## config.mk

```make
export PLATFORM = sky130hd
export DESIGN_NAME = vtsp_div
export DESIGN_NICKNAME = d
export VERILOG_FILES = /design/src/design/vtsp_pkg.sv /design/src/design/vtsp_div.sv
export SDC_FILE = /design/constraint.sdc
export NUM_CORES = 1
export LEC_CHECK = 0
export BUFFER_PORTS_ARGS = -buffer_cell sky130_fd_sc_hd__buf_4
export CORE_UTILIZATION = 35
export DETAILED_ROUTE_END_ITERATION = 10
export GPL_ROUTABILITY_DRIVEN = 0
export PLACE_DENSITY_LB_ADDON = 0.12
export RECOVER_POWER = 100
export SYNTH_ARGS = -nofsm -noshare
export SYNTH_HDL_FRONTEND = slang
export SYNTH_SLANG_ARGS = --single-unit
```

## constraint.sdc

```tcl
create_clock -name clock -period 6.15 [get_ports clock]
set_clock_uncertainty 0.15 [all_clocks]
set_input_delay 1.23 -clock clock [delete_from_list [all_inputs] [get_ports clock]]
set_output_delay 1.23 -clock clock [all_outputs]
set_load 0.02 [all_outputs]
```

## src/design/vtsp_pkg.sv

```systemverilog
// Shared types and constants of the vertex projection engine.
package vtsp_pkg;

   localparam logic [1:0] CMD_LOAD_MV   = 2'd0;
   localparam logic [1:0] CMD_LOAD_PROJ = 2'd1;
   localparam logic [1:0] CMD_PROJECT   = 2'd2;

   localparam logic REG_SCREEN_WIDTH  = 1'b0;
   localparam logic REG_SCREEN_HEIGHT = 1'b1;

   localparam int CSR_ADDR_BITS = 3;
   localparam int CSR_DATA_BITS = 32;
   localparam int SCREEN_BITS   = 13;
   localparam int PIX_BITS      = 16;
   localparam int PIX_POS_MAX   = 32767;
   localparam int PIX_NEG_MAG   = 32768;
   localparam int LANES         = 4;

   localparam logic [SCREEN_BITS-1:0] WIDTH_RESET  = 13'd640;
   localparam logic [SCREEN_BITS-1:0] HEIGHT_RESET = 13'd480;

   typedef struct packed {
      logic clr;
      logic issue;
      logic accum;
   } lane_ctl_type;

endpackage

```

## src/design/vtsp_div.sv

```systemverilog
// Bit-serial floor division with saturation to a signed 16-bit pixel.
module vtsp_div #(
   parameter int NB = 45,
   parameter int DB = 33
) (
   input  logic                  clock,
   input  logic                  reset,
   input  logic                  start,
   input  logic signed [NB:0]    num,
   input  logic signed [DB-1:0]  den,
   output logic                  done,
   output logic signed [vtsp_pkg::PIX_BITS-1:0] quot
);

   localparam int CB = $clog2(NB + 1);

   logic                  busy_ff;
   logic                  fin_ff;
   logic                  done_ff;
   logic                  neg_ff;
   logic [CB-1:0]         cnt_ff;
   logic [NB-1:0]         q_ff;
   logic [DB-1:0]         rem_ff;
   logic [DB-1:0]         d_ff;
   logic signed [vtsp_pkg::PIX_BITS-1:0] quot_ff;
   logic signed [vtsp_pkg::PIX_BITS-1:0] quot_in;
   logic [DB:0]           rem_t;
   logic                  ge;
   logic [DB-1:0]         rem_in;
   logic [NB:0]           mag1;
   logic [NB:0]           num_neg;
   logic [DB-1:0]         den_neg;

   always_comb begin
      rem_t   = {rem_ff, q_ff[NB-1]};
      ge      = rem_t >= {1'b0, d_ff};
      rem_in  = ge ? DB'(rem_t - {1'b0, d_ff}) : rem_t[DB-1:0];
      num_neg = -num;
      den_neg = -den;
      mag1    = {1'b0, q_ff} + (NB+1)'(rem_ff != '0);
      if (!neg_ff) begin
         quot_in = (q_ff > NB'(vtsp_pkg::PIX_POS_MAX)) ?
                   vtsp_pkg::PIX_BITS'(vtsp_pkg::PIX_POS_MAX) : q_ff[vtsp_pkg::PIX_BITS-1:0];
      end else if (mag1 > (NB+1)'(vtsp_pkg::PIX_NEG_MAG)) begin
         quot_in = {1'b1, {(vtsp_pkg::PIX_BITS-1){1'b0}}};
      end else begin
         quot_in = -mag1[vtsp_pkg::PIX_BITS-1:0];
      end
   end

   always_ff @(posedge clock) begin
      if (reset) begin
         busy_ff <= 1'b0;
         fin_ff  <= 1'b0;
         done_ff <= 1'b0;
      end else begin
         done_ff <= 1'b0;
         fin_ff  <= 1'b0;
         if (start) begin
            busy_ff <= 1'b1;
            cnt_ff  <= CB'(NB);
            neg_ff  <= num[NB] ^ den[DB-1];
            q_ff    <= num[NB] ? num_neg[NB-1:0] : num[NB-1:0];
            d_ff    <= den[DB-1] ? den_neg : den;
            rem_ff  <= '0;
         end else if (busy_ff) begin
            q_ff   <= {q_ff[NB-2:0], ge};
            rem_ff <= rem_in;
            cnt_ff <= cnt_ff - CB'(1);
            if (cnt_ff == CB'(1)) begin
               busy_ff <= 1'b0;
               fin_ff  <= 1'b1;
            end
         end else if (fin_ff) begin
            done_ff <= 1'b1;
            quot_ff <= quot_in;
         end
      end
   end

   assign done = done_ff;
   assign quot = quot_ff;

endmodule

```

==> results_dict.tcl <==
set metrics [dict create \
    violations "capacitance limit, slew limit" \
    synth_seq_cells 137 \
    yosys_warnings 0 \
    clkPwrFrac_pct 33.2 \
    yosysUniqueCellTypes 75 \
    endpoint_kind "register" \
    syn_to_final_growth_pct 14.17 \
    status "finished with violations" \
    async_flop_share_pct 0 \
    relSlewSlack_pct -50.19 \
    hp-class "register to register" \
    power_frac_comb_pct 26.2 \
    fillers 3117 \
    chipHeight_um 177.9 \
    antenna_found_initial 0 \
    crit_slowest_cell "nor2_1" \
    num_vias 9538 \
    grt_pass1_vias 9074 \
    rows 64 \
    clk_pin_slew_ns 0.06 \
    initial_utilization_pct 35.51 \
    drcViolationCount 0 \
    core_region_area_um2 30510 \
    synthesis.area_um2 10830 \
    yosys.area.top_type "edfxtp_1" \
    crit_top_cell "nor2_1" \
    num_antenna_cells 0 \
    reg2reg_slack_ns 1.22 \
    holdBufCountCts 0 \
    yosysSeqAreaShare_pct 37.70 \
    reg2reg_depth 15 \
    overflow 0 \
    synth-edff-count 134 \
    min_path_cells 1 \
    tns_ns 0 \
    synth_most_common_cell "edfxtp_1" \
    antenna_left 0 \
    period_share_pct 83.26 \
    drt-pass1-iter-count 7 \
    cts_max_path_buffers 2 \
    fp.dieW_um 177.9 \
    port_buffers 98 \
    setup_viol 0 \
    synthCells 1236 \
    dieArea_um2 31660 \
    drt_iter0_markers 737 \
    ys_top_cells_by_area "edfxtp_1 37%, xnor2_1 4.9%, ha_1 4.6%, xor2_1 4.5%, a21oi_1 4.4%" \
    clockRootBuffer "clkbuf_16" \
    tightest_slew_ns 2.253 \
    stdcell_count 1711 \
    ios 99 \
    drv_cap 6 \
    p_seq_share_pct 40.6 \
    numCtsBuffers 17 \
    r2r_end "quot[4]$_DFFE_PP_" \
    grt_pass1_wl_mm 48.16 \
    grt_usage_pct 19.32 \
    synth.avg_cell_area_um2 8.764 \
    worst-setup-path-type "input pin to register" \
    hpwl_mm 21.94 \
    fmax_mhz 195.3 \
    crit_path_max_fanout 63 \
    fin_nets 1425 \
    synth_flop_cell "edfxtp_1" \
    wl_per_cell_um 17.33 \
    cp-start-kind "input pin" \
    p_switching_uw 974.1 \
    post_cts_buffers 0 \
    p_sw_share_pct 32.70 \
    p_leak_uw 0.004475 \
    min_period_ns 5.120 \
    synthTopCellsByCount "134 x edfxtp_1, 109 x nor2_1, 102 x nand2_1, 96 x a21oi_1, 71 x inv_1" \
    cts.sinks 137 \
    yosys.area.top_type_share_pct 37.14 \
    slew_violations 263 \
    timing.rr.start "rem_ff[1]$_SDFFCE_PP0P_" \
    slowest_delay_ns 1.60 \
    hold_end "done$_SDFF_PP0_" \
    rsz0062_at_grt "no" \
    insertion_delay_ns 0.43 \
    critPathArrivalTime_ns 5.05 \
    wl_mm 29.66 \
    viasPerCell 5.575 \
    p_int_uw 2005 \
    cts_repair_resize_count 0 \
    htree_levels 4 \
    path_cells "clkbuf_1 -> nor2_1 -> nor2_1 -> buf_12" \
    dp_cells 1679 \
    layout-drive-gt1-share_pct 11.03 \
    cts_tree "built" \
    powerDensity_nw_per_um2 240.9 \
    critPathRequiredTime_ns 6.08 \
    syn-num-nets 1359 \
    hold_viol 0 \
    hp-start "fin_ff$_SDFF_PP0_" \
    peakVddDrop_mv 0.1952 \
    grt_max_degree 79 \
]
metrics by stage:
stage | setup WS, ns | hold slack (ns) | util, % | cell area (µm²) | power (µW)
floorplan | 0.1682 | 0.2868 | - | 10830 | 1767
finish | 1.030 | 0.3280 | 40.54 | 12370 | 2979
global route | 0.4917 | 0.3524 | 40.54 | 12370 | 3147
global placement | 1.492 | 0.3210 | 39.17 | 11950 | 2011
CTS | 1.397 | 0.3304 | 40.98 | 12500 | 3009
detailed placement | 1.429 | 0.3216 | 39.17 | 11950 | 2009
final cells by class:
type / count / area (µm²) / area share [%]
repair buffers: 108 / 719.4 / 5.817
inverters: 72 / 270.3 / 2.185
well taps: 396 / 495.5 / 4.006
multi-input cells: 966 / 6245 / 50.49
clock inverters: 15 / 128.9 / 1.042
clock buffers: 17 / 425.4 / 3.440
flip-flops and latches: 137 / 4084 / 33.02
sequential cells by signal, indices dropped and copies added (netlist names):
| signal | flops |
|---|---|
| quot | 16 |
| cnt_ff | 6 |
| q_ff | 45 |
| d_ff | 33 |
| done | 1 |
| neg_ff | 1 |
| fin_ff | 1 |
| busy_ff | 1 |
| rem_ff | 33 |
cell families (layout without fill, tap and decap cells):
group           after synthesis  after routing  share of synthesized area (%)
compound gates              309            309                          18.61
xor+xnor                    116            116                          9.379
fa+ha+maj                    41             41                          4.805
buf+inv                     133            212                          4.712
flops                       137            137                          37.70
mux                          20             20                          1.952
simple gates                480            480                          22.85
routing by layer:
layer	track usage, %	up-vias	wire [µm]
li1	-	4792	-
met1	26.81	4449	14240
met4	5.840	0	506
met5	0	-	0
met3	2.763	35	1266
met2	30.87	262	13640
power by group through the flow:
stage	registers (µW)	logic, µW	clock network [µW]
2_1_floorplan	1190	579	0
3_3_place_gp	1230	784	0
3_5_place_dp	1220	784	0
4_1_cts	1210	788	1010
5_1_grt	1220	882	1050
6_report	1210	781	989
layout by cell type (no fill, tap or decap), drive strengths merged, types with 39 or more instances in the layout:
cell and n:
nor4 39, nand4 40, nand2 104, xnor2 60, clkbuf 45, xor2 56
nor2 109, nand3 43, buf 80, inv 73, ha 40, edfxtp 134
a21oi 96, o21ai 60
how the worst max path moves through the flow:
stage	from	end	slack [ns]	depth (start not counted)
after floorplan	start	cnt_ff[0]$_SDFFCE_PP1P_	0.17	4
after global placement	rem_ff[4]$_SDFFCE_PP0P_	quot[4]$_DFFE_PP_	1.49	15
after detailed placement	rem_ff[1]$_SDFFCE_PP0P_	quot[4]$_DFFE_PP_	1.43	15
after CTS	rem_ff[1]$_SDFFCE_PP0P_	quot[4]$_DFFE_PP_	1.40	15
after global routing	start	rem_ff[11]$_SDFFCE_PP0P_	0.49	4
final	start	q_ff[20]$_DFFE_PP_	1.03	4
worst max-delay path, delay by kind of cell:
kind,cells,cell delay [ns]
buf+inv,2,1.99
simple gates,2,1.78
No activity file was read; power rests on OpenSTA's default activity.
