$ cat config.mk
export PLATFORM = sky130hd
export DESIGN_NAME = vtsp_lane
export DESIGN_NICKNAME = d
export VERILOG_FILES = /design/src/design/vtsp_pkg.sv /design/src/design/vtsp_lane.sv
export SDC_FILE = /design/constraint.sdc
export NUM_CORES = 2
export LEC_CHECK = 0
export ABC_AREA = 1
export ABC_CLOCK_PERIOD_IN_PS = 8500
export BUFFER_PORTS_ARGS = -buffer_cell sky130_fd_sc_hd__buf_2
export CAP_MARGIN = 15
export CORE_MARGIN = 2
export CORE_UTILIZATION = 37
export CTS_BUF_LIST = sky130_fd_sc_hd__clkbuf_16
export CTS_CLUSTER_DIAMETER = 200
export DETAILED_ROUTE_END_ITERATION = 8
export GPL_TIMING_DRIVEN = 1
export PLACE_DENSITY_LB_ADDON = 0.1
export REMOVE_ABC_BUFFERS = 1
export SLEW_MARGIN = 5
export SYNTH_ARGS = -nofsm -noshare
export SYNTH_HDL_FRONTEND = slang
export SYNTH_SLANG_ARGS = --single-unit
$ cat constraint.sdc
create_clock -name clock -period 8.5 [get_ports clock]
set_input_delay 1.7 -clock clock [delete_from_list [all_inputs] [get_ports clock]]
set_output_delay 1.7 -clock clock [all_outputs]
set_load 0.05 [all_outputs]
$ cat src/design/vtsp_pkg.sv
// Shared types and constants of the vertex projection engine.
package vtsp_pkg;

   localparam logic [1:0] CMD_LOAD_MV   = 2'd0;
   localparam logic [1:0] CMD_LOAD_PROJ = 2'd1;
   localparam logic [1:0] CMD_PROJECT   = 2'd2;

   localparam logic REG_SCREEN_WIDTH  = 1'b0;
   localparam logic REG_SCREEN_HEIGHT = 1'b1;

   localparam int CSR_ADDR_BITS = 3;
   localparam int CSR_DATA_BITS = 32;
   localparam int SCREEN_BITS   = 13;
   localparam int PIX_BITS      = 16;
   localparam int PIX_POS_MAX   = 32767;
   localparam int PIX_NEG_MAG   = 32768;
   localparam int LANES         = 4;

   localparam logic [SCREEN_BITS-1:0] WIDTH_RESET  = 13'd640;
   localparam logic [SCREEN_BITS-1:0] HEIGHT_RESET = 13'd480;

   typedef struct packed {
      logic clr;
      logic issue;
      logic accum;
   } lane_ctl_type;

endpackage

$ cat src/design/vtsp_lane.sv
// One row lane: fixed-point multiply-accumulate of a matrix row with a vector.
module vtsp_lane #(
   parameter int WORD_BITS = 32,
   parameter int FRAC_BITS = 16
) (
   input  logic                        clock,
   input  vtsp_pkg::lane_ctl_type      ctl,
   input  logic signed [WORD_BITS-1:0] coef,
   input  logic signed [WORD_BITS-1:0] vec,
   output logic signed [WORD_BITS-1:0] result
);

   localparam int PB = 2 * WORD_BITS;
   localparam int AB = WORD_BITS + 2;
   localparam logic signed [WORD_BITS-1:0] WMAX = {1'b0, {(WORD_BITS-1){1'b1}}};
   localparam logic signed [WORD_BITS-1:0] WMIN = {1'b1, {(WORD_BITS-1){1'b0}}};

   logic signed [PB-1:0]        prod_ff;
   logic signed [PB-1:0]        prod_in;
   logic signed [AB-1:0]        acc_ff;
   logic signed [AB-1:0]        acc_in;
   logic signed [PB-1:0]        shifted;
   logic signed [WORD_BITS-1:0] term;

   always_comb begin
      prod_in = PB'(coef) * PB'(vec);
      shifted = prod_ff >>> FRAC_BITS;
      if ((shifted[PB-1:WORD_BITS-1] == '0) || (shifted[PB-1:WORD_BITS-1] == '1)) begin
         term = shifted[WORD_BITS-1:0];
      end else if (shifted[PB-1]) begin
         term = WMIN;
      end else begin
         term = WMAX;
      end
      acc_in = acc_ff + AB'(term);
      if ((acc_ff[AB-1:WORD_BITS-1] == '0) || (acc_ff[AB-1:WORD_BITS-1] == '1)) begin
         result = acc_ff[WORD_BITS-1:0];
      end else if (acc_ff[AB-1]) begin
         result = WMIN;
      end else begin
         result = WMAX;
      end
   end

   always_ff @(posedge clock) begin
      if (ctl.issue) begin
         prod_ff <= prod_in;
      end
      if (ctl.clr) begin
         acc_ff <= '0;
      end else if (ctl.accum) begin
         acc_ff <= acc_in;
      end
   end

endmodule

==> tab_implementation.tex <==
\begin{tabular}{lr}
\hline
Metric & Value \\
\hline
\multicolumn{2}{l}{\textbf{Timing}} \\
Final critical-path share of the clock period & 0.972 \\
Actual transition at the worst max-transition pin & 1.09 ns \\
Setup repair after global routing missed its margin & no \\
Final Max Slew Viols & 0 \\
Fin worst setup slack & 0.238 ns \\
Peak Freq & 0.121 GHz \\
Final Hold Violating Endpoints & 0 \\
Number of failing setup endpoints in the final timing report & 0 \\
Shortest clock period the worst path allows after layout & 8.26 ns \\
Setup Skew & 0.0323 ns \\
Worst rel slew slack & 0.272 \\
\multicolumn{2}{l}{\textbf{Cells and area}} \\
Diode insertion count for antenna repair & 0 \\
P\&R area growth vs syn & 14.1\% \\
NumNets Final & 7270 \\
Share of post-route cells with drive strength above 1 & 0.108 \\
FILL cells & 12100 \\
Storage element area & 2120 um2 \\
Area of the multi-input gates & 34100 um2 \\
\multicolumn{2}{l}{\textbf{CTS}} \\
Clk slew on worst S/H paths & 0.07 ns \\
Maximum clock path buffer count & 2 \\
Clock latency of the later-clocked register in the worst-skew pair & 0.36 ns \\
Quantity of hold-fixing buffers added after cts & 0 \\
Number of sinks on the clock net & 82 \\
CTS tree & yes \\
Number of buffers inserted during clock tree synthesis & 9 \\
H-tree levels & 3 \\
Clk root buf & clkbuf\_16 \\
\multicolumn{2}{l}{\textbf{Worst setup path}} \\
Data arrival time at the worst-slack endpoint & 8.34 ns \\
Reg2Reg Capture Point & acc\_ff[30]\$\_SDFFE\_PP0P\_ \\
Sort of element at the start of the critical path & primary input \\
R2r worst-path depth & 17 \\
Setup slack of the worst register-to-register path & 4.67 ns \\
Start of the worst register-to-register path & prod\_ff[60]\$\_DFFE\_PP\_ \\
Required @ worst endpoint & 8.58 ns \\
Crit path max fanout & 13 \\
Setup Crit Path Kind & primary input to register \\
Category of the worst setup path capture point & register \\
\multicolumn{2}{l}{\textbf{Worst hold path}} \\
Worst Hold Path Cells & 2 \\
Capture endpoint of the worst hold path & acc\_ff[33]\$\_SDFFE\_PP0P\_ \\
Type of the most critical hold path & register to register \\
Worst hold path startpoint & acc\_ff[33]\$\_SDFFE\_PP0P\_ \\
\multicolumn{2}{l}{\textbf{Route}} \\
Residual DRC & 0 \\
Antenna violation net count after detailed routing & 0 \\
Detailed-routing iteration count for the pre-antenna-repair pass & 5 \\
Total detailed-routing wirelength & 131000 um \\
Average wire length per cell after detail routing & 17.6 um \\
Total via count after detailed routing & 34200 \\
Detailed Route Iter0 Violations & 1993 \\
Via/cell ratio & 4.60 \\
\multicolumn{2}{l}{\textbf{Floorplanning}} \\
Number of placed I/O pins & 100 \\
Die Y-Extent & 347 um \\
Die area & 120000 um2 \\
\# rows & 125 \\
Core area & 116000 um2 \\
Floorplan die width & 347 um \\
Effective utilization at floorplan & 0.373 \\
\multicolumn{2}{l}{\textbf{Global route}} \\
Number of global-route vias before repair & 37500 \\
Aggregate global-route resource usage & 0.227 \\
Number of antenna violations at the first check in global routing & 3 \\
Grt ovf & 0 \\
Pin count of the biggest net entering global routing & 49 \\
First-pass GRT wire length & 214000 um \\
\multicolumn{2}{l}{\textbf{Place}} \\
Placement-stage worst setup slack & -0.359 ns \\
Final weighted congestion in routability-driven placement & 0.919 \\
Port Buffer Count & 99 \\
DP Wirelength & 117000 um \\
\multicolumn{2}{l}{\textbf{Synthesis}} \\
Netlist area before placement & 43400 um2 \\
Synthesis-stage register bit count & 82 \\
Count of cell types in the netlist & 44 \\
Cell count after synthesis & 5566 \\
Post-synthesis sequential area ratio & 0.0489 \\
Warnings, synthesis & 0 \\
Mean area per synthesized cell & 7.80 um2 \\
\multicolumn{2}{l}{\textbf{Outcome}} \\
Result of the run & complete, no violations \\
\multicolumn{2}{l}{\textbf{Job}} \\
Max-capacitance violation count & 0 \\
\hline
\end{tabular}
==> cell type report <==
cell class | count | share of cell area
multi-input combinational | 3515 | 0.689
inverter | 1754 | 0.133
timing repair buffer | 545 | 0.0916
sequential | 82 | 0.0428
tap | 1524 | 0.0385
clock buffer | 9 | 0.00455
clock inverter | 7 | 0.000934
==> cells in the final DEF (no fill, tap or decap), types with 3 or more instances in the layout <==
master      Yosys  final
inv_1        1743   1741
nand2_1      1398   1398
fa_1         1082   1078
buf_4           0    391
a21oi_1       215    210
nor2_1        216    208
ha_1          213    205
nand3_1       100    100
buf_2           6     91
o21ai_0        89     85
buf_12          0     54
edfxtp_1       48     48
xor2_1         41     41
dfxtp_1        34     34
o21ai_1        17     18
o21bai_1       18     18
nor2_2          9     17
nand4_1        15     15
a21o_1         13     13
nor3_1         14     13
xnor2_1        12     12
inv_2          10     11
nand3b_1        9      9
clkbuf_16       0      9
clkbuf_4        0      9
o21a_1          8      8
ha_4            0      8
a21oi_2         1      6
nor4_1          8      5
nor3_2          5      5
nor4_2          2      5
or2_2           4      4
and3_1          4      4
fa_2            0      4
clkinvlp_4      0      3
o21ai_2         1      3
nand3_2         3      3
nand2_2         3      3
==> timing repair <==
action / in CTS / in global routing
endpoints found under the setup margin: 0 / 26
resized for setup: 0 / 49
setup buffers: 0 / 4
==> critical path, cell delays in order <==
cell and delay (ns):
buf_2 0.38, buf_4 0.23, nand2_1 0.08, fa_1 0.56
fa_1 0.43, fa_1 0.51, fa_1 0.56, inv_1 0.05
fa_1 0.48, fa_1 0.60, fa_1 0.45, fa_1 0.49
ha_1 0.35, a21oi_1 0.21, o21ai_0 0.16, a21oi_1 0.21
a21boi_2 0.23, buf_4 0.14, nor2_1 0.04, nor2_1 0.17
nand2_1 0.07, nand2_1 0.06, nand2_1 0.11
==> sequential cells by signal, summed over array words and instances, names as in the netlist <==
register,cells
prod_ff,48
acc_ff,34
==> routing by layer <==
layer | part of all wire | GRT usage
met3 | 0.029 | 0.0110
met1 | 0.47 | 0.321
met2 | 0.49 | 0.400
met5 | 0 | 0
met4 | 0.0089 | 0.0215
==> how the worst max path moves through the flow <==
stage	startpoint	endpoint	slack, ns	cells past startpoint
final	coef[25]	prod_ff[44]$_DFFE_PP_	0.24	23
after global routing	coef[31]	prod_ff[54]$_DFFE_PP_	0.01	30
after CTS	vec[8]	prod_ff[61]$_DFFE_PP_	0.03	23
after detailed placement	vec[8]	prod_ff[61]$_DFFE_PP_	-0.36	23
after global placement	vec[8]	prod_ff[61]$_DFFE_PP_	-0.34	23
after floorplan	vec[2]	prod_ff[63]$_DFFE_PP_	0.20	24
==> cells in the mapped netlist <==
cell / number / area share
a21o_1: 13 / 0.0022
nor3_2: 5 / 0.0012
ha_1: 213 / 0.061
o211ai_2: 1 / 0.00029
xnor2_1: 12 / 0.0024
nand4_1: 15 / 0.0022
nor4_1: 8 / 0.0012
nand2b_1: 1 / 0.00014
clkinv_1: 1 / 0.000086
nor4_2: 2 / 0.00058
o41ai_2: 1 / 0.00037
xor2_1: 41 / 0.0083
or2_1: 2 / 0.00029
o21ai_2: 1 / 0.00020
a211oi_1: 1 / 0.00017
o21ai_1: 17 / 0.0020
nor2_1: 216 / 0.019
nand2_1: 1398 / 0.12
a21oi_1: 215 / 0.025
a31oi_1: 1 / 0.00014
dfxtp_1: 34 / 0.016
or2_2: 4 / 0.00058
nand3_2: 3 / 0.00069
buf_2: 6 / 0.00069
nand3_1: 100 / 0.012
nor2_2: 9 / 0.0013
nor3_1: 14 / 0.0016
a41oi_1: 1 / 0.00020
clkbuf_1: 209 / 0.018
nand3b_1: 9 / 0.0016
o211ai_1: 1 / 0.00017
a21oi_2: 1 / 0.00020
fa_1: 1082 / 0.50
inv_1: 1743 / 0.15
a21boi_1: 1 / 0.00017
and2_1: 1 / 0.00014
o21ai_0: 89 / 0.010
and3_1: 4 / 0.00058
o21bai_1: 18 / 0.0031
inv_2: 10 / 0.00086
a21boi_0: 4 / 0.00069
edfxtp_1: 48 / 0.033
o21a_1: 8 / 0.0014
nand2_2: 3 / 0.00043
==> kinds of logic after synthesis <==
| family | synth area share |
|---|---|
| AND/OR/NAND/NOR | 0.163 |
| flip-flops | 0.0489 |
| adder cells (fa/ha/maj) | 0.560 |
| XOR/XNOR | 0.0107 |
| AO/OA/AOI/OAI | 0.0464 |
| buffers and inverters | 0.170 |
==> metrics by stage <==
step	hold slack [ns]	std cells	cell area, um2	setup TNS, ns	util
6_report	0.541	7436	49600	0	0.426
5_1_grt	0.576	7436	49600	0	0.426
4_1_cts	0.547	7432	49300	0	0.424
3_5_place_dp	0.537	7416	49000	-5.13	0.421
3_3_place_gp	0.523	7416	49000	-3.92	0.421
2_1_floorplan	0.477	5351	42600	0	-
Power is not shown: default switching activity piles up to over one toggle a cycle in this logic, so the estimate is an artifact.
